===== src/design/gda_pkg.sv =====
// Shared types, constants and calendar functions for the Gregorian date adder.
`timescale 1ns / 1ps

package gda_pkg;

  localparam int DayW   = 5;
  localparam int MonthW = 4;
  localparam int YearW  = 16;
  localparam int DeltaW = 16;
  // Working width of day counts and of the year while stepping.
  localparam int AccW   = 17;
  // Width of the year position within the 400-year Gregorian cycle.
  localparam int CycW   = 9;
  // Bits of the shift count in the remainder search.
  localparam int ShW    = 3;

  localparam logic [AccW-1:0]   YearCycleAcc = AccW'(400);
  localparam logic [CycW-1:0]   YearCycleLast = CycW'(399);
  localparam logic [AccW-1:0]   LeapYearLen  = AccW'(366);
  localparam logic [AccW-1:0]   CommonYearLen = AccW'(365);
  localparam logic [MonthW-1:0] MonthFirst   = MonthW'(1);
  localparam logic [MonthW-1:0] MonthLast    = MonthW'(12);
  localparam logic [MonthW-1:0] MonthFeb     = MonthW'(2);
  localparam logic [DayW-1:0]   FebLeapLen   = DayW'(29);
  localparam logic [DayW-1:0]   FebCommonLen = DayW'(28);
  localparam logic [DayW-1:0]   ShortMonthLen = DayW'(30);
  localparam logic [DayW-1:0]   LongMonthLen = DayW'(31);

  typedef struct packed {
    logic [DayW-1:0]   day;
    logic [MonthW-1:0] month;
    logic [YearW-1:0]  year;
    logic              overflow;
  } res_t;

  // Leap test from the year modulo 400: divisible by 4 but not a century,
  // except that the cycle start (divisible by 400) is a leap year.
  function automatic logic is_leap(input logic [CycW-1:0] r);
    return (r[1:0] == 2'b00) && (r != CycW'(100)) && (r != CycW'(200))
           && (r != CycW'(300));
  endfunction

  function automatic logic [DayW-1:0] month_len(input logic [MonthW-1:0] m,
                                                input logic leap);
    logic [DayW-1:0] n;
    n = LongMonthLen;
    if (m == MonthFeb) begin
      n = leap ? FebLeapLen : FebCommonLen;
    end else if (m inside {MonthW'(4), MonthW'(6), MonthW'(9), MonthW'(11)}) begin
      n = ShortMonthLen;
    end
    return n;
  endfunction

endpackage


===== src/design/gda_seq.sv =====
// Sequencer and shared add/subtract unit that walks a date forward by a day count.
`timescale 1ns / 1ps

module gda_seq (
  input  logic                        clk,
  input  logic                        rst,
  input  logic                        start,
  input  logic [gda_pkg::DayW-1:0]    in_day,
  input  logic [gda_pkg::MonthW-1:0]  in_month,
  input  logic [gda_pkg::YearW-1:0]   in_year,
  input  logic [gda_pkg::DeltaW-1:0]  in_delta,
  input  logic                        res_ready,
  output logic                        idle,
  output logic                        done,
  output gda_pkg::res_t               res
);

  typedef enum logic [2:0] {
    IDLE,
    MOD,
    CLAMP,
    DOY,
    YEAR,
    MONTH,
    FIN
  } state_t;

  state_t                        st;
  logic [gda_pkg::AccW-1:0]      total;
  logic [gda_pkg::AccW-1:0]      y;
  logic [gda_pkg::CycW-1:0]      r400;
  logic [gda_pkg::MonthW-1:0]    m;
  logic [gda_pkg::MonthW-1:0]    i;
  logic [gda_pkg::ShW-1:0]       k;
  logic [gda_pkg::DayW-1:0]      d;
  logic [gda_pkg::DeltaW-1:0]    delta;

  logic                          leap;
  logic [gda_pkg::DayW-1:0]      mlen;
  logic [gda_pkg::DayW-1:0]      d_min;
  logic [gda_pkg::DayW-1:0]      d_cl;
  logic [gda_pkg::AccW-1:0]      alu_a;
  logic [gda_pkg::AccW-1:0]      alu_b;
  logic                          alu_sub;
  logic [gda_pkg::AccW:0]        alu_res;
  logic                          alu_ge;
  logic                          alu_gt;
  logic [gda_pkg::AccW-1:0]      rem_next;

  assign leap = gda_pkg::is_leap(r400);
  assign mlen = gda_pkg::month_len(m, leap);
  assign d_min = (d == '0) ? gda_pkg::DayW'(1) : d;
  assign d_cl = (d_min > mlen) ? mlen : d_min;

  // The one arithmetic unit for the remainder search and the day counts of every phase.
  always_comb begin
    alu_a   = total;
    alu_b   = '0;
    alu_sub = 1'b1;
    case (st)
      MOD: begin
        alu_b = gda_pkg::YearCycleAcc << k;
      end
      CLAMP: begin
        alu_a   = gda_pkg::AccW'(d_cl);
        alu_b   = gda_pkg::AccW'(delta);
        alu_sub = 1'b0;
      end
      DOY: begin
        alu_b   = gda_pkg::AccW'(gda_pkg::month_len(i, leap));
        alu_sub = 1'b0;
      end
      YEAR: begin
        alu_b = leap ? gda_pkg::LeapYearLen : gda_pkg::CommonYearLen;
      end
      MONTH: begin
        alu_b = gda_pkg::AccW'(mlen);
      end
      default: begin
        alu_b = '0;
      end
    endcase
    alu_res = alu_sub ? ({1'b0, alu_a} - {1'b0, alu_b})
                      : ({1'b0, alu_a} + {1'b0, alu_b});
  end

  assign alu_ge = !alu_res[gda_pkg::AccW];
  assign alu_gt = alu_ge && (alu_res[gda_pkg::AccW-1:0] != '0);
  assign rem_next = alu_ge ? alu_res[gda_pkg::AccW-1:0] : total;

  always_ff @(posedge clk) begin
    if (rst) begin
      st <= IDLE;
    end else begin
      case (st)
        IDLE: begin
          if (start) begin
            m     <= (in_month == '0) ? gda_pkg::MonthFirst
                   : (in_month > gda_pkg::MonthLast) ? gda_pkg::MonthLast : in_month;
            y     <= (in_year == '0) ? gda_pkg::AccW'(1) : gda_pkg::AccW'(in_year);
            total <= (in_year == '0) ? gda_pkg::AccW'(1) : gda_pkg::AccW'(in_year);
            d     <= in_day;
            delta <= in_delta;
            k     <= '1;
            st    <= MOD;
          end
        end
        // Restoring remainder of the start year by 400, one shifted divisor a cycle.
        MOD: begin
          total <= rem_next;
          k     <= k - gda_pkg::ShW'(1);
          if (k == '0) begin
            r400 <= rem_next[gda_pkg::CycW-1:0];
            st   <= CLAMP;
          end
        end
        CLAMP: begin
          total <= alu_res[gda_pkg::AccW-1:0];
          i     <= gda_pkg::MonthFirst;
          st    <= DOY;
        end
        DOY: begin
          if (i == m) begin
            st <= YEAR;
          end else begin
            total <= alu_res[gda_pkg::AccW-1:0];
            i     <= i + gda_pkg::MonthW'(1);
          end
        end
        YEAR: begin
          if (alu_gt) begin
            total <= alu_res[gda_pkg::AccW-1:0];
            y     <= y + gda_pkg::AccW'(1);
            r400  <= (r400 == gda_pkg::YearCycleLast) ? '0 : r400 + gda_pkg::CycW'(1);
          end else begin
            m  <= gda_pkg::MonthFirst;
            st <= MONTH;
          end
        end
        MONTH: begin
          if ((m != gda_pkg::MonthLast) && alu_gt) begin
            total <= alu_res[gda_pkg::AccW-1:0];
            m     <= m + gda_pkg::MonthW'(1);
          end else begin
            st <= FIN;
          end
        end
        FIN: begin
          if (res_ready) begin
            st <= IDLE;
          end
        end
        default: begin
          st <= IDLE;
        end
      endcase
    end
  end

  assign idle = (st == IDLE);
  assign done = (st == FIN);
  assign res.day      = total[gda_pkg::DayW-1:0];
  assign res.month    = m;
  assign res.overflow = y[gda_pkg::AccW-1];
  assign res.year     = y[gda_pkg::AccW-1] ? '1 : y[gda_pkg::YearW-1:0];

endmodule


===== src/design/gregorian_date_add_days.sv =====
// Top level of the Gregorian date adder: stream ports and the result register.
//
// Channel  Dir  Fields (tdata, lowest bit first)
// s_axis   in   start_day[4:0] start_month[8:5] start_year[24:9] delta_days[40:25]
// m_axis   out  new_day[4:0] new_month[8:5] new_year[24:9] year_overflow[25]
//
// An item steps from acceptance through MOD, CLAMP, DOY, YEAR and MONTH to FIN
// and then into the result register, with a YEAR step for each year crossed (at
// most about 180), DOY steps up to the start month and MONTH steps for the months
// passed. All day arithmetic runs through the single add/subtract unit in gda_seq.
// Reset is synchronous and clears the sequencer and the output valid flag.
// The next item is accepted while a finished result waits in the output register.
`timescale 1ns / 1ps

module gregorian_date_add_days (
  input  logic        clk,
  input  logic        rst,
  input  logic        s_axis_tvalid,
  output logic        s_axis_tready,
  // start_day[4:0], start_month[8:5], start_year[24:9], delta_days[40:25], zero fill
  input  logic [47:0] s_axis_tdata,
  output logic        m_axis_tvalid,
  input  logic        m_axis_tready,
  // new_day[4:0], new_month[8:5], new_year[24:9], year_overflow[25], zero fill
  output logic [31:0] m_axis_tdata
);

  logic          idle;
  logic          done;
  logic          res_ready;
  gda_pkg::res_t res;
  gda_pkg::res_t out_res;

  assign s_axis_tready = idle;
  assign res_ready = !m_axis_tvalid || m_axis_tready;

  gda_seq u_seq (
    .clk       (clk),
    .rst       (rst),
    .start     (s_axis_tvalid && idle),
    .in_day    (s_axis_tdata[4:0]),
    .in_month  (s_axis_tdata[8:5]),
    .in_year   (s_axis_tdata[24:9]),
    .in_delta  (s_axis_tdata[40:25]),
    .res_ready (res_ready),
    .idle      (idle),
    .done      (done),
    .res       (res)
  );

  always_ff @(posedge clk) begin
    if (rst) begin
      m_axis_tvalid <= 1'b0;
    end else if (done && res_ready) begin
      m_axis_tvalid <= 1'b1;
      out_res       <= res;
    end else if (m_axis_tready) begin
      m_axis_tvalid <= 1'b0;
    end
  end

  assign m_axis_tdata = {6'b0, out_res.overflow, out_res.year, out_res.month, out_res.day};

endmodule


===== config.mk =====
export PLATFORM = sky130hd
export DESIGN_NAME = gregorian_date_add_days
export DESIGN_NICKNAME = d
export VERILOG_FILES = /design/src/design/gda_pkg.sv /design/src/design/gda_seq.sv /design/src/design/gregorian_date_add_days.sv
export SDC_FILE = /design/constraint.sdc
export NUM_CORES = 1
export LEC_CHECK = 0
export BUFFER_PORTS_ARGS = -buffer_cell sky130_fd_sc_hd__buf_2
export CAP_MARGIN = 40
export CORE_MARGIN = 2
export CORE_UTILIZATION = 40
export CTS_CLUSTER_DIAMETER = 30
export DETAILED_ROUTE_END_ITERATION = 12
export HOLD_SLACK_MARGIN = 0.03
export SYNTH_ARGS = -nofsm -noshare
export SYNTH_HDL_FRONTEND = slang
export SYNTH_SLANG_ARGS = --single-unit

===== constraint.sdc =====
create_clock -name clk -period 8.8 [get_ports clk]
set_input_delay 0.88 -clock clk [delete_from_list [all_inputs] [get_ports clk]]
set_output_delay 0.88 -clock clk [all_outputs]
set_load 0.1 [all_outputs]

==> impl_metrics.py <==
metrics = {
    "timing": {
        "hold_viol": 0,
        "setup_viol": 0,
        "slew_headroom_pct": 36.2,
        "max_freq_ghz": 0.152,
        "drv_slew": 0,
        "finalCriticalPeriod_ns": 6.56,
        "setup_tns_ns": 0,
        "tightest_slew_ns": 0.950,
        "rsz0062_at_grt": "no",
        "fin_crit_sh_pct": 74.5,
        "clock-skew-final_ns": 0.00820,
    },
    "cts": {
        "clock-sinks": 105,
        "ctsResizeCount": 0,
        "clock-root-buffer": "clkbuf_16",
        "cts_made_buffers": 9,
        "path_clk_slew_ns": 0.07,
        "clock_latency_ns": 0.36,
        "cts_hold_buffers": 0,
        "clockBufferDepth": 2,
        "cts_tree": "done",
        "htreeDepth": 3,
        "cts_setup_buffers": 0,
    },
    "route": {
        "drc": 0,
        "dr.pass1.iters": 5,
        "via_count": 5712,
        "ant_nets": 0,
        "post_drt_wl_per_cell_um": 17.5,
        "drt_iter0_drc": 541,
        "drt-total-wl_mm": 17.6,
        "avgViaCountPerCell": 5.68,
    },
    "die": {
        "fp.dieW_um": 137,
        "start_util_pct": 40.9,
        "die_y_um": 137,
        "core_um2": 17200,
        "rows": 48,
        "ios": 86,
        "die-area_um2": 18700,
    },
    "layout": {
        "antenna_cells": 0,
        "nNetsFinal": 864,
        "final_cells": 1005,
        "finalInstanceArea_um2": 7940,
        "utilization_pct": 46.0,
        "fillers": 1624,
        "drive_gt1_share_pct": 18.2,
        "area_growth_pct": 12.5,
    },
    "worst_setup_path": {
        "cp.arrival_ns": 6.55,
        "critical-path-slowest-cell": "dfxtp_1",
        "max_stage_delay_ns": 0.84,
        "crit_type": "flip-flop to flip-flop",
        "crit_path_max_fanout": 24,
        "endpoint_kind": "flip-flop",
        "worstPathCellList": "nand2b_1 -> a21oi_1 -> a31oi_1 -> o21a_1 -> ha_1 -> nand2_1 -> or2_2 -> nor3_1 -> xnor2_1 -> o21ai_0 -> ha_1 -> a21o_1 -> a2111oi_1 -> o21ai_0 -> nor4_1 -> nor4b_2 -> nand3b_4 -> a31oi_1 -> nor2_1",
        "critPathRequiredTime_ns": 8.79,
        "setup.worst_path.start_class": "flip-flop",
    },
    "synth": {
        "syn_area_um2": 7050,
        "ys_ff_latch": 105,
        "synth_top_area_share_pct": 43.0,
        "synth_top_family_by_area": "simple AND/OR/NAND/NOR gates",
        "yosys-mux-area-fraction_pct": 2.06,
        "postSynthCellCount": 716,
        "synth-async-reset-ratio_pct": 0,
        "synth.yosys.seq_area_share_pct": 44.2,
        "synth-simple-area-share_pct": 19.9,
        "synth_compound_area_share_pct": 16.6,
        "synth_edf_count": 101,
        "yosysWarnings": 0,
        "synth_top_flop_cell": "edfxtp_1",
        "synth_fa_ha_area_share_pct": 6.67,
        "synth-xor-area-share_pct": 6.32,
        "synthTopCellsByArea": "edfxtp_1 (43%), ha_1 (6.4%), nand2_1 (3.4%), nor2_1 (3.3%), a21oi_1 (3.3%)",
        "synth_cell_type_count": 78,
        "syn_avg_cell_area_um2": 9.85,
        "yosys.area.top_type": "edfxtp_1",
    },
    "placement": {
        "place.gp.congestion": 0.856,
        "dp_hpwl_mm": 13.3,
        "dpl-instance-area_um2": 7620,
        "place_inst": 989,
        "portBuffers": 72,
    },
    "global_route": {
        "antenna_found_initial": 0,
        "grt_pass1_wl_mm": 28.1,
        "grt_pass1_vias": 5535,
        "track_usage_pct": 19.5,
        "grt_max_degree": 44,
        "grt.overflow.total": 0,
    },
    "power": {
        "p_leak_nw": 2.99,
        "vdd_drop_max_uv": 171,
        "power_density_nw_per_um2": 387,
    },
    "flow_run": {
        "cap_viol_max_count": 0,
    },
    "hold_path": {
        "min-delay-path-class": "flip-flop to flip-flop",
    },
    "outcome": {
        "status": "completed",
    },
}
## path summary, 6_finish.rpt
check	start	to	slack, ns	depth (start not counted)
max	u_seq.st[2]$_SDFFE_PP0P_	u_seq.total[10]$_DFFE_PP_	2.24	19
min	u_seq.total[4]$_DFFE_PP_	m_axis_tdata[4]$_DFFE_PP_	0.56	0
max reg2reg	u_seq.st[2]$_SDFFE_PP0P_	u_seq.total[10]$_DFFE_PP_	2.24	19
min reg2reg	u_seq.total[4]$_DFFE_PP_	m_axis_tdata[4]$_DFFE_PP_	0.56	0
## synth_stat cells (10+ instances only)
cell / count
nand2_1: 64
or2_2: 19
nor2_1: 62
a31oi_1: 11
xnor2_1: 25
o21ai_1: 15
xor2_1: 24
edfxtp_1: 101
clkbuf_1: 24
nand3_1: 31
inv_1: 20
mux2i_1: 10
o21ai_0: 31
nor2b_1: 22
nor3_1: 15
a21oi_1: 46
ha_1: 36
## state kept, by name (all words and copies together) (netlist names)
signal,flops
m_axis_tdata,26
m_axis_tvalid,1
u_seq.d,5
u_seq.delta,16
u_seq.i,4
u_seq.k,3
u_seq.m,4
u_seq.r400,9
u_seq.st,3
u_seq.total,17
u_seq.y,17
## critical path: cells and delay by family (launching register included)
family          cells  cell delay (ns)
simple gates        8             2.76
flops               1             0.84
compound gates      8             1.74
fa+ha+maj           2             0.69
xor+xnor            1             0.16
## cell families after synthesis
group                    after synthesis
multiplexers                          14
adder cells (fa/ha/maj)               37
other                                  1
XOR/XNOR                              50
AND/OR/NAND/NOR                      272
buffers and inverters                 63
flip-flops                           105
AO/OA/AOI/OAI                        174
## area by class of cell
| class | instances | area, um2 | area share [%] |
|---|---|---|---|
| timing repair buffer | 84 | 458 | 5.77 |
| clock buffer | 10 | 229 | 2.89 |
| tap | 225 | 282 | 3.55 |
| sequential | 105 | 3110 | 39.2 |
| inverter | 22 | 82.6 | 1.04 |
| clock inverter | 6 | 88.8 | 1.12 |
| multi-input combinational | 553 | 3680 | 46.4 |
## where the power goes
group / internal [mW] / total (mW) / switching (mW)
clock network: 0.251 / 0.445 / 0.194
logic: 0.728 / 1.82 / 1.09
registers: 0.714 / 0.805 / 0.0911
total: 1.69 / 3.07 / 1.38
## per-layer routing
layer / global-route usage (%) / up-vias / wire [um]
li1: - / 2747 / -
met1: 26.3 / 2749 / 7970
met2: 31.6 / 194 / 8390
met3: 2.81 / 22 / 922
met4: 7.47 / 0 / 274
met5: 0 / - / 0
## placed cells by master (no fill, tap or decap), types with 24 or more instances in the layout
cell / n
a21oi_1: 46
buf_2: 72
edfxtp_1: 101
ha_1: 36
nand2_1: 64
nand3_1: 31
nor2_1: 62
o21ai_0: 31
xnor2_1: 25
xor2_1: 24
## metrics by stage
stage	power (mW)	setup slack [ns]	hold WS, ns
floorplan	2.23	3.16	0.424
CTS	3.06	2.30	0.557
global route	3.29	1.66	0.584
detailed placement	2.60	2.33	0.541
finish	3.07	2.24	0.556
global placement	2.52	2.26	0.545
Power figures use the tool's default switching activity.
